===== src/hw/rtl/round_robin_cpu_scheduler_macros.svh =====
//------------------------------------------------------------------------------
// Round-robin scheduler assertion macros
// Shared property forms for the scheduler's concurrent checks.
//------------------------------------------------------------------------------
`ifndef ROUND_ROBIN_CPU_SCHEDULER_MACROS_SVH
`define ROUND_ROBIN_CPU_SCHEDULER_MACROS_SVH

// Checks a condition at every clock edge outside reset.
`define RRS_ASSERT_ALWAYS(lbl, cond, msg) \
  lbl: assert property (@(posedge clk) disable iff (rst) (cond)) else $error(msg);

// Checks that an antecedent implies a consequent in the same cycle.
`define RRS_ASSERT_IMPLY(lbl, ante, cons, msg) \
  lbl: assert property (@(posedge clk) disable iff (rst) (ante) |-> (cons)) else $error(msg);

`endif


===== src/hw/rtl/rrs_pkg.sv =====
//------------------------------------------------------------------------------
// Round-robin scheduler package
// Beat types, command codes and shared constants.
//------------------------------------------------------------------------------
package rrs_pkg;

  localparam int MAX_PROCS_DEF = 16;
  localparam int TIME_W = 22;
  localparam int PID_W = 4;
  localparam logic [15:0] QUANTUM_RESET = 16'd4;

  typedef enum logic [1:0] {
    CMD_LOAD  = 2'd0,
    CMD_STEP  = 2'd1,
    CMD_CLEAR = 2'd2
  } cmd_t;

  typedef struct packed {
    logic [1:0]  command;
    logic [15:0] arrival_tick;
    logic [15:0] burst_ticks;
  } in_t;

  typedef struct packed {
    logic              status;
    logic [PID_W-1:0]  process_id;
    logic [15:0]       slice_length;
    logic [TIME_W-1:0] slice_end_time;
    logic              finished;
    logic [TIME_W-1:0] wait_ticks;
    logic [TIME_W-1:0] turnaround_time;
  } out_t;

  typedef struct packed {
    logic [15:0] arrival;
    logic [15:0] burst;
    logic [15:0] remaining;
  } entry_t;

endpackage


===== src/hw/rtl/round_robin_cpu_scheduler.sv =====
//------------------------------------------------------------------------------
// Round-robin CPU scheduler
// Time-quantum scheduler over a process table held in synchronous memory.
//------------------------------------------------------------------------------
// A load beat inserts one process into the arrival-ordered table, moving
// later entries up one slot at a time through a read state and a compare
// state. A step beat runs one slice and gives one result beat; it scans the
// whole table once for admissions through the table memory's single read
// port, and the first step or an idle gap adds one more scan before the
// slice. A step with nothing left to run gives a status-only result beat
// without a scan. Clear, ignored loads and unused commands complete in the
// idle state. A new beat is taken while a result waits, and a step stalls at
// its result until the previous one is taken.
//------------------------------------------------------------------------------
module round_robin_cpu_scheduler #(
  parameter int MAX_PROCS = rrs_pkg::MAX_PROCS_DEF
) (
  input  logic          clk,
  input  logic          rst,
  input  logic          in_valid,
  output logic          in_ready,
  input  rrs_pkg::in_t  in_data,
  output logic          out_valid,
  input  logic          out_ready,
  output rrs_pkg::out_t out_data,
  input  logic          cfg_valid,
  output logic          cfg_ready,
  input  logic [15:0]   cfg_data
);

  localparam int IW = $clog2(MAX_PROCS);
  localparam int CW = $clog2(MAX_PROCS + 1);
  localparam int TW = rrs_pkg::TIME_W;

  typedef enum logic [3:0] {
    S_IDLE, S_LD_RD, S_LD_CMP, S_ST_RD, S_ST_T, S_GAP_RD, S_GAP_T,
    S_ADMIT, S_POP, S_POP_W, S_EXEC, S_RESULT
  } state_t;

  state_t          state;
  logic [15:0]     quantum;
  logic [CW-1:0]   process_count;
  logic [CW-1:0]   queue_count;
  logic [IW-1:0]   queue_head;
  logic [TW-1:0]   current_time;
  logic            started;
  logic [MAX_PROCS-1:0] done_flags;
  logic [MAX_PROCS-1:0] queued_flags;
  logic [CW-1:0]   pos;
  logic [15:0]     ld_arr;
  logic [15:0]     ld_burst;
  logic [CW-1:0]   scan_j;
  logic            scan_v;
  logic [IW-1:0]   scan_idx;
  logic            post;
  logic            skip_v;
  logic [IW-1:0]   slot;
  rrs_pkg::out_t   res;
  rrs_pkg::out_t   res_init;

  logic            t_we;
  logic [IW-1:0]   t_waddr;
  rrs_pkg::entry_t t_wentry;
  logic [IW-1:0]   t_widx;
  logic [IW-1:0]   t_raddr;
  rrs_pkg::entry_t t_rentry;
  logic [IW-1:0]   t_ridx;
  logic            q_we;
  logic [IW-1:0]   q_waddr;
  logic [IW-1:0]   q_wdata;
  logic [IW-1:0]   q_rdata;

  logic [MAX_PROCS-1:0] live;
  logic [MAX_PROCS-1:0] pending;
  logic [IW-1:0]   first_idx;
  logic [CW-1:0]   pos_m1;
  logic [CW:0]     tail_sum;
  logic [IW-1:0]   tail;
  logic [IW-1:0]   head_next;
  logic [15:0]     eff_q;
  logic [15:0]     slice;
  logic [15:0]     rem_next;
  logic [TW-1:0]   time_next;
  logic [TW-1:0]   turn;
  logic            admit_ok;
  logic            ld_shift;
  rrs_pkg::entry_t new_entry;

  rrs_table_mem #(.DEPTH(MAX_PROCS), .IW(IW)) u_table (
    .clk(clk), .we(t_we), .waddr(t_waddr), .wentry(t_wentry), .widx(t_widx),
    .raddr(t_raddr), .rentry(t_rentry), .ridx(t_ridx)
  );

  rrs_queue_mem #(.DEPTH(MAX_PROCS), .IW(IW)) u_queue (
    .clk(clk), .we(q_we), .waddr(q_waddr), .wdata(q_wdata),
    .raddr(queue_head), .rdata(q_rdata)
  );

  assign in_ready = (state == S_IDLE);
  assign cfg_ready = 1'b1;

  always_comb begin
    first_idx = '0;
    for (int i = MAX_PROCS - 1; i >= 0; i--) begin
      live[i] = (CW'(i) < process_count);
      pending[i] = live[i] & ~done_flags[i];
      if (pending[i]) begin
        first_idx = IW'(i);
      end
    end
  end

  always_comb begin
    res_init = '0;
    res_init.status = (pending == '0);
  end

  assign pos_m1 = pos - 1'b1;
  assign tail_sum = (CW + 1)'(queue_head) + (CW + 1)'(queue_count);
  assign tail = (tail_sum >= (CW + 1)'(MAX_PROCS)) ?
                IW'(tail_sum - (CW + 1)'(MAX_PROCS)) : IW'(tail_sum);
  assign head_next = (queue_head == IW'(MAX_PROCS - 1)) ? '0 : queue_head + 1'b1;

  assign eff_q = (quantum == 16'd0) ? 16'd1 : quantum;
  assign slice = (t_rentry.remaining <= eff_q) ? t_rentry.remaining : eff_q;
  assign rem_next = t_rentry.remaining - slice;
  assign time_next = current_time + TW'(slice);
  assign turn = time_next - TW'(t_rentry.arrival);

  assign admit_ok = scan_v && !done_flags[scan_idx] && !queued_flags[scan_idx] &&
                    (TW'(t_rentry.arrival) <= current_time) &&
                    !(skip_v && scan_idx == slot);
  assign ld_shift = (t_rentry.arrival > ld_arr);
  assign new_entry = '{arrival: ld_arr, burst: ld_burst, remaining: ld_burst};

  always_comb begin
    t_we = 1'b0;
    t_waddr = pos[IW-1:0];
    t_wentry = new_entry;
    t_widx = process_count[IW-1:0];
    t_raddr = '0;
    q_we = 1'b0;
    q_waddr = tail;
    q_wdata = scan_idx;
    unique case (state)
      S_LD_RD: begin
        t_raddr = pos_m1[IW-1:0];
        t_we = (pos == '0);
      end
      S_LD_CMP: begin
        t_we = 1'b1;
        if (ld_shift) begin
          t_wentry = t_rentry;
          t_widx = t_ridx;
        end
      end
      S_GAP_RD: t_raddr = first_idx;
      S_POP_W: t_raddr = q_rdata;
      S_ADMIT: begin
        t_raddr = scan_j[IW-1:0];
        if (admit_ok) begin
          q_we = 1'b1;
        end else if (!scan_v && scan_j >= process_count && post && skip_v) begin
          q_we = 1'b1;
          q_wdata = slot;
        end
      end
      S_EXEC: begin
        t_we = 1'b1;
        t_waddr = slot;
        t_wentry = '{arrival: t_rentry.arrival, burst: t_rentry.burst,
                     remaining: rem_next};
        t_widx = t_ridx;
      end
      default: ;
    endcase
  end

  always_ff @(posedge clk) begin
    if (rst) begin
      state <= S_IDLE;
      quantum <= rrs_pkg::QUANTUM_RESET;
      process_count <= '0;
      queue_count <= '0;
      queue_head <= '0;
      current_time <= '0;
      started <= 1'b0;
      done_flags <= '0;
      queued_flags <= '0;
      scan_v <= 1'b0;
      out_valid <= 1'b0;
    end else begin
      if (cfg_valid) begin
        quantum <= cfg_data;
      end
      if (out_valid && out_ready && state != S_RESULT) begin
        out_valid <= 1'b0;
      end
      if (q_we) begin
        queue_count <= queue_count + 1'b1;
        queued_flags[q_wdata] <= 1'b1;
      end
      unique case (state)
        S_IDLE: begin
          if (in_valid) begin
            case (in_data.command)
              rrs_pkg::CMD_LOAD: begin
                if (!started && process_count < CW'(MAX_PROCS)) begin
                  pos <= process_count;
                  ld_arr <= in_data.arrival_tick;
                  ld_burst <= in_data.burst_ticks;
                  state <= S_LD_RD;
                end
              end
              rrs_pkg::CMD_STEP: begin
                res <= res_init;
                post <= 1'b0;
                skip_v <= 1'b0;
                if (pending == '0) begin
                  state <= S_RESULT;
                end else if (!started) begin
                  state <= S_ST_RD;
                end else if (queue_count == '0) begin
                  state <= S_GAP_RD;
                end else begin
                  state <= S_POP;
                end
              end
              rrs_pkg::CMD_CLEAR: begin
                process_count <= '0;
                queue_count <= '0;
                queue_head <= '0;
                current_time <= '0;
                started <= 1'b0;
                done_flags <= '0;
                queued_flags <= '0;
              end
              default: ;
            endcase
          end
        end
        S_LD_RD: begin
          if (pos == '0) begin
            process_count <= process_count + 1'b1;
            state <= S_IDLE;
          end else begin
            state <= S_LD_CMP;
          end
        end
        S_LD_CMP: begin
          if (ld_shift) begin
            pos <= pos_m1;
            state <= S_LD_RD;
          end else begin
            process_count <= process_count + 1'b1;
            state <= S_IDLE;
          end
        end
        S_ST_RD: state <= S_ST_T;
        S_ST_T: begin
          started <= 1'b1;
          current_time <= TW'(t_rentry.arrival);
          scan_j <= '0;
          state <= S_ADMIT;
        end
        S_GAP_RD: state <= S_GAP_T;
        S_GAP_T: begin
          if (TW'(t_rentry.arrival) > current_time) begin
            current_time <= TW'(t_rentry.arrival);
          end
          scan_j <= '0;
          state <= S_ADMIT;
        end
        S_ADMIT: begin
          if (scan_j < process_count) begin
            scan_j <= scan_j + 1'b1;
            scan_v <= 1'b1;
            scan_idx <= scan_j[IW-1:0];
          end else begin
            scan_v <= 1'b0;
            if (!scan_v) begin
              if (post) begin
                state <= S_RESULT;
              end else if (queue_count == '0) begin
                state <= S_GAP_RD;
              end else begin
                state <= S_POP;
              end
            end
          end
        end
        S_POP: begin
          queue_head <= head_next;
          queue_count <= queue_count - 1'b1;
          state <= S_POP_W;
        end
        S_POP_W: begin
          slot <= q_rdata;
          queued_flags[q_rdata] <= 1'b0;
          state <= S_EXEC;
        end
        S_EXEC: begin
          current_time <= time_next;
          res.process_id <= rrs_pkg::PID_W'(t_ridx);
          res.slice_length <= slice;
          res.slice_end_time <= time_next;
          if (rem_next == 16'd0) begin
            done_flags[slot] <= 1'b1;
            res.finished <= 1'b1;
            res.turnaround_time <= turn;
            res.wait_ticks <= turn - TW'(t_rentry.burst);
            skip_v <= 1'b0;
          end else begin
            skip_v <= 1'b1;
          end
          post <= 1'b1;
          scan_j <= '0;
          state <= S_ADMIT;
        end
        S_RESULT: begin
          if (!out_valid || out_ready) begin
            out_valid <= 1'b1;
            out_data <= res;
            state <= S_IDLE;
          end
        end
        default: state <= S_IDLE;
      endcase
    end
  end

`include "round_robin_cpu_scheduler_macros.svh"

  `RRS_ASSERT_ALWAYS(a_queue_bound, queue_count <= process_count, "queue exceeds table")
  `RRS_ASSERT_IMPLY(a_queue_flags, in_ready, $countones(queued_flags) == queue_count, "bad flags")
  `RRS_ASSERT_IMPLY(a_done_live, in_ready, (done_flags & ~live) == '0, "done flag beyond table")

endmodule


===== src/hw/rtl/rrs_table_mem.sv =====
//------------------------------------------------------------------------------
// Round-robin scheduler process table
// Synchronous memory of process entries with their load indexes.
//------------------------------------------------------------------------------
module rrs_table_mem #(
  parameter int DEPTH = rrs_pkg::MAX_PROCS_DEF,
  parameter int IW = $clog2(DEPTH)
) (
  input  logic           clk,
  input  logic           we,
  input  logic [IW-1:0]  waddr,
  input  rrs_pkg::entry_t wentry,
  input  logic [IW-1:0]  widx,
  input  logic [IW-1:0]  raddr,
  output rrs_pkg::entry_t rentry,
  output logic [IW-1:0]  ridx
);

  rrs_pkg::entry_t entries [DEPTH];
  logic [IW-1:0]   indexes [DEPTH];

  always_ff @(posedge clk) begin
    if (we) begin
      entries[waddr] <= wentry;
      indexes[waddr] <= widx;
    end
    rentry <= entries[raddr];
    ridx <= indexes[raddr];
  end

endmodule


===== src/hw/rtl/rrs_queue_mem.sv =====
//------------------------------------------------------------------------------
// Round-robin scheduler ready queue
// Synchronous memory holding the circular queue of table slots.
//------------------------------------------------------------------------------
module rrs_queue_mem #(
  parameter int DEPTH = rrs_pkg::MAX_PROCS_DEF,
  parameter int IW = $clog2(DEPTH)
) (
  input  logic          clk,
  input  logic          we,
  input  logic [IW-1:0] waddr,
  input  logic [IW-1:0] wdata,
  input  logic [IW-1:0] raddr,
  output logic [IW-1:0] rdata
);

  logic [IW-1:0] slots [DEPTH];

  always_ff @(posedge clk) begin
    if (we) begin
      slots[waddr] <= wdata;
    end
    rdata <= slots[raddr];
  end

endmodule


===== config.mk =====
export PLATFORM = sky130hd
export DESIGN_NAME = round_robin_cpu_scheduler
export DESIGN_NICKNAME = d
export VERILOG_FILES = /design/src/hw/rtl/rrs_pkg.sv /design/src/hw/rtl/round_robin_cpu_scheduler.sv /design/src/hw/rtl/rrs_table_mem.sv /design/src/hw/rtl/rrs_queue_mem.sv
export VERILOG_INCLUDE_DIRS = /design/src /design/src/hw/rtl
export SDC_FILE = /design/constraint.sdc
export NUM_CORES = 2
export LEC_CHECK = 0
export CAP_MARGIN = 20
export CORE_MARGIN = 2
export CORE_UTILIZATION = 55
export CTS_CLUSTER_DIAMETER = 150
export DETAILED_ROUTE_END_ITERATION = 12
export DONT_BUFFER_PORTS = 1
export PLACE_DENSITY = 0.8
export SYNTH_ARGS = -nofsm -noshare
export SYNTH_HDL_FRONTEND = slang
export SYNTH_SLANG_ARGS = --single-unit

===== constraint.sdc =====
create_clock -name clk -period 11.1 [get_ports clk]
set_input_delay 1.11 -clock clk [delete_from_list [all_inputs] [get_ports clk]]
set_output_delay 1.11 -clock clk [all_outputs]
set_load 0.05 [all_outputs]

==> flow_summary.toml <==
[power]
power_mw = 16.6
cell_internal_pwr_mw = 10.6
p_comb_share_pct = 39.5
vdd_drop_max_v = 0.000223
p_per_area_mw_per_mm2 = 273
p_leak_nw = 22.6
power_switching_share_pct = 36.3
seqPwrFrac_pct = 35.8
power.switching_mw = 6.04
pwr-share-clk_pct = 24.7

[logic_synthesis]
synth_xor_xnor_area_share_pct = 1.17
synth_compound_area_share_pct = 5.97
yosysWarnings = 0
synth_top_cell_by_area = "edfxtp_1"
synth_area_per_cell_um2 = 14.8
yosys-top-cells-area = "edfxtp_1, mux2i_1, dfxtp_1"
synth_top_cell_area_share_pct = 61.2
yosys.area_share.simple_pct = 5.30
netlist_instances = 3732
synth_fp_nets = 3918
async_flop_share_pct = 0
synthMuxAreaShare_pct = 15.6
synth.most_common_cell = "edfxtp_1"
synth_common_cells = "edfxtp_1, mux2i_1, nor2_1"
synth-main-ff-cell = "edfxtp_1"
ys_ff_latch = 1271
yosysSeqAreaShare_pct = 66.5
yosysUniqueCellTypes = 87
synthAdderAreaFrac_pct = 3.04
synth_top_family_by_area = "multiplexers"
syn_area_mm2 = 0.0551
synth_edf_count = 1124

[place]
dp_cells = 4940
dp_hpwl_um = 81700
io_buffers = 0
gp_congestion = 0.959
postPlaceCellArea_mm2 = 0.0569
dp_slack_ns = 2.55

[drt]
drtAntennaViolNets = 0
routed_wl_um = 133000
vias_per_cell = 6.15
wl_per_cell_um = 25.8
num_vias = 31900
drtIter0Drc = 3798
firstDrtPassIters = 6
drc_errors = 0

[floorplan]
io_pins = 146
die-area_mm2 = 0.103
die_w_um = 321
fp.coreArea_mm2 = 0.0997
die_h_um = 321
start_util_pct = 55.3
row_count = 116

[clocking]
cts_sinks = 1271
numCtsBuffers = 118
post-cts-setup-buffer-count = 0
cts_tree = "built"
htreeDepth = 3
clk_latency_ns = 0.71
post_cts_resized = 0
hold_buffers = 0
cts.reportedPaths.clkPinSlew_ns = 0.06
cts_buffer_depth = 3
clockRootBuffer = "clkbuf_16"

[timing]
tightest_slew_ns = 1.19
hold_violations = 0
relSlewSlack_pct = 20.6
finClkSkew_ns = 0.0423
min_period_ns = 8.72
tns_ns = 0
fmaxAchievable_mhz = 115
holdWs_ns = 0.416
final-setup-viol-count = 0
fin_ws_ns = 2.38
slew_viol_final = 0
grt_setup_unrepaired = "no"
period_share_pct = 78.5

[critical_path]
crit_path_top_delay_cell = "a2111oi_0"
crit_path_max_incr_delay_ns = 0.53
critPathKind = "reg2reg"
start_kind = "register"
arrival_ns = 9.28
critical_path.max_fanout = 15
endpoint_kind = "register"
crit_required_ns = 11.66

[grt]
grt_start_max_net_pins = 124
grt_pass1_wl_um = 194000
track_usage_pct = 25.5
grt_antenna_before_repair = 19
grt_overflow = 0
grt_pass1_vias = 30300

[cells_and_area]
fin_util_pct = 61.1
fin_cells = 5176
fill_cells = 7143
synthToLayoutAreaGrowth_pct = 10.5
final_area_mm2 = 0.0609
drive_above_1_share_pct = 9.09
final_nets = 3954

[hold_path]
hp-class = "reg2reg"

[flow_run]
cap_violations = 0

[status]
outcome = "completed"
[power groups by stage]
| stage | sequential (mW) | clock [mW] | combinational, mW |
|---|---|---|---|
| finish | 5.95 | 4.11 | 6.57 |
| CTS | 5.93 | 4.15 | 6.45 |
| global placement | 6.02 | 0 | 6.28 |
| detailed placement | 6.03 | 0 | 6.39 |
| floorplan | 5.91 | 0 | 4.82 |
| global route | 5.96 | 4.34 | 7.13 |
[per-layer routing]
| layer | wire [um] | track usage (%) |
|---|---|---|
| met5 | 74 | 0 |
| met4 | 4950 | 9.51 |
| met3 | 11700 | 4.77 |
| met2 | 61900 | 40.7 |
| met1 | 54800 | 35.0 |
[worst max-delay path, delay by kind of cell, from the launching register on]
kind                     cells  cell delay (ns)
AO/OA/AOI/OAI               18             4.46
AND/OR/NAND/NOR             10             1.95
adder cells (fa/ha/maj)      4             1.15
XOR/XNOR                     2             0.46
flip-flops                   1             0.35
buffers and inverters        2             0.23
[sequential cells by signal, summed over array words and instances, names as in the netlist, 5 cells and up]
signal / flops
quantum: 16
process_count: 5
out_data: 88
u_table.entries: 768
res: 88
queued_flags: 16
ld_arr: 16
scan_j: 5
u_table.rentry: 48
ld_burst: 16
u_queue.slots: 64
queue_count: 5
current_time: 22
u_table.indexes: 64
pos: 5
done_flags: 16
[final cells by class]
class | count | area (um^2) | area share (%)
Clock buffer | 138 | 3080 | 5.06
Inverter | 144 | 541 | 0.887
Multi-Input combinational cell | 2149 | 17300 | 28.5
Tap cell | 1298 | 1620 | 2.67
Sequential cell | 1271 | 36700 | 60.2
Clock inverter | 88 | 898 | 1.47
Timing Repair Buffer | 84 | 743 | 1.22
Antenna cell | 4 | 10.0 | 0.0164
[final timing paths]
check	start	to	slack [ns]	cells past startpoint
min	res[8]	out_data[8]	0.42	0
max reg2reg	quantum[15]	res[43]	2.38	36
min reg2reg	res[8]	out_data[8]	0.42	0
max	quantum[15]	res[43]	2.38	36
[cell families after synthesis]
kind of cell               after synthesis
DFF                                   1271
muxes                                  832
and+or+nand+nor                        612
AOI/OAI and AO/OA                      501
buffers and inverters                  312
adders and majority gates              131
xor gates and xnor gates                72
other                                    1
[layout by cell type, fill, tap and decap left out, types with 8 or more instances in the layout]
cell / instances
mux2i_1: 804
clkbuf_1: 17
a211oi_1: 32
clkinv_2: 32
inv_1: 142
nor2_4: 17
a21oi_1: 142
xnor2_1: 30
and3_1: 9
nand4_1: 12
nand3_1: 36
buf_12: 9
o21a_1: 32
o211ai_1: 11
nand2b_1: 30
or2_2: 8
mux4_2: 21
clkbuf_16: 120
nand2_1: 121
o21ai_0: 92
ha_1: 126
buf_4: 75
nor4_1: 9
a31oi_1: 28
a22oi_1: 10
edfxtp_1: 1124
nor2b_1: 23
nor3_1: 44
a21o_1: 43
nor2_1: 217
clkinv_1: 23
bufinv_16: 15
xor2_1: 40
o31ai_1: 12
dfxtp_1: 147
and2_1: 49
a32o_1: 17
Note: power is estimated with default switching activity, not from simulation.
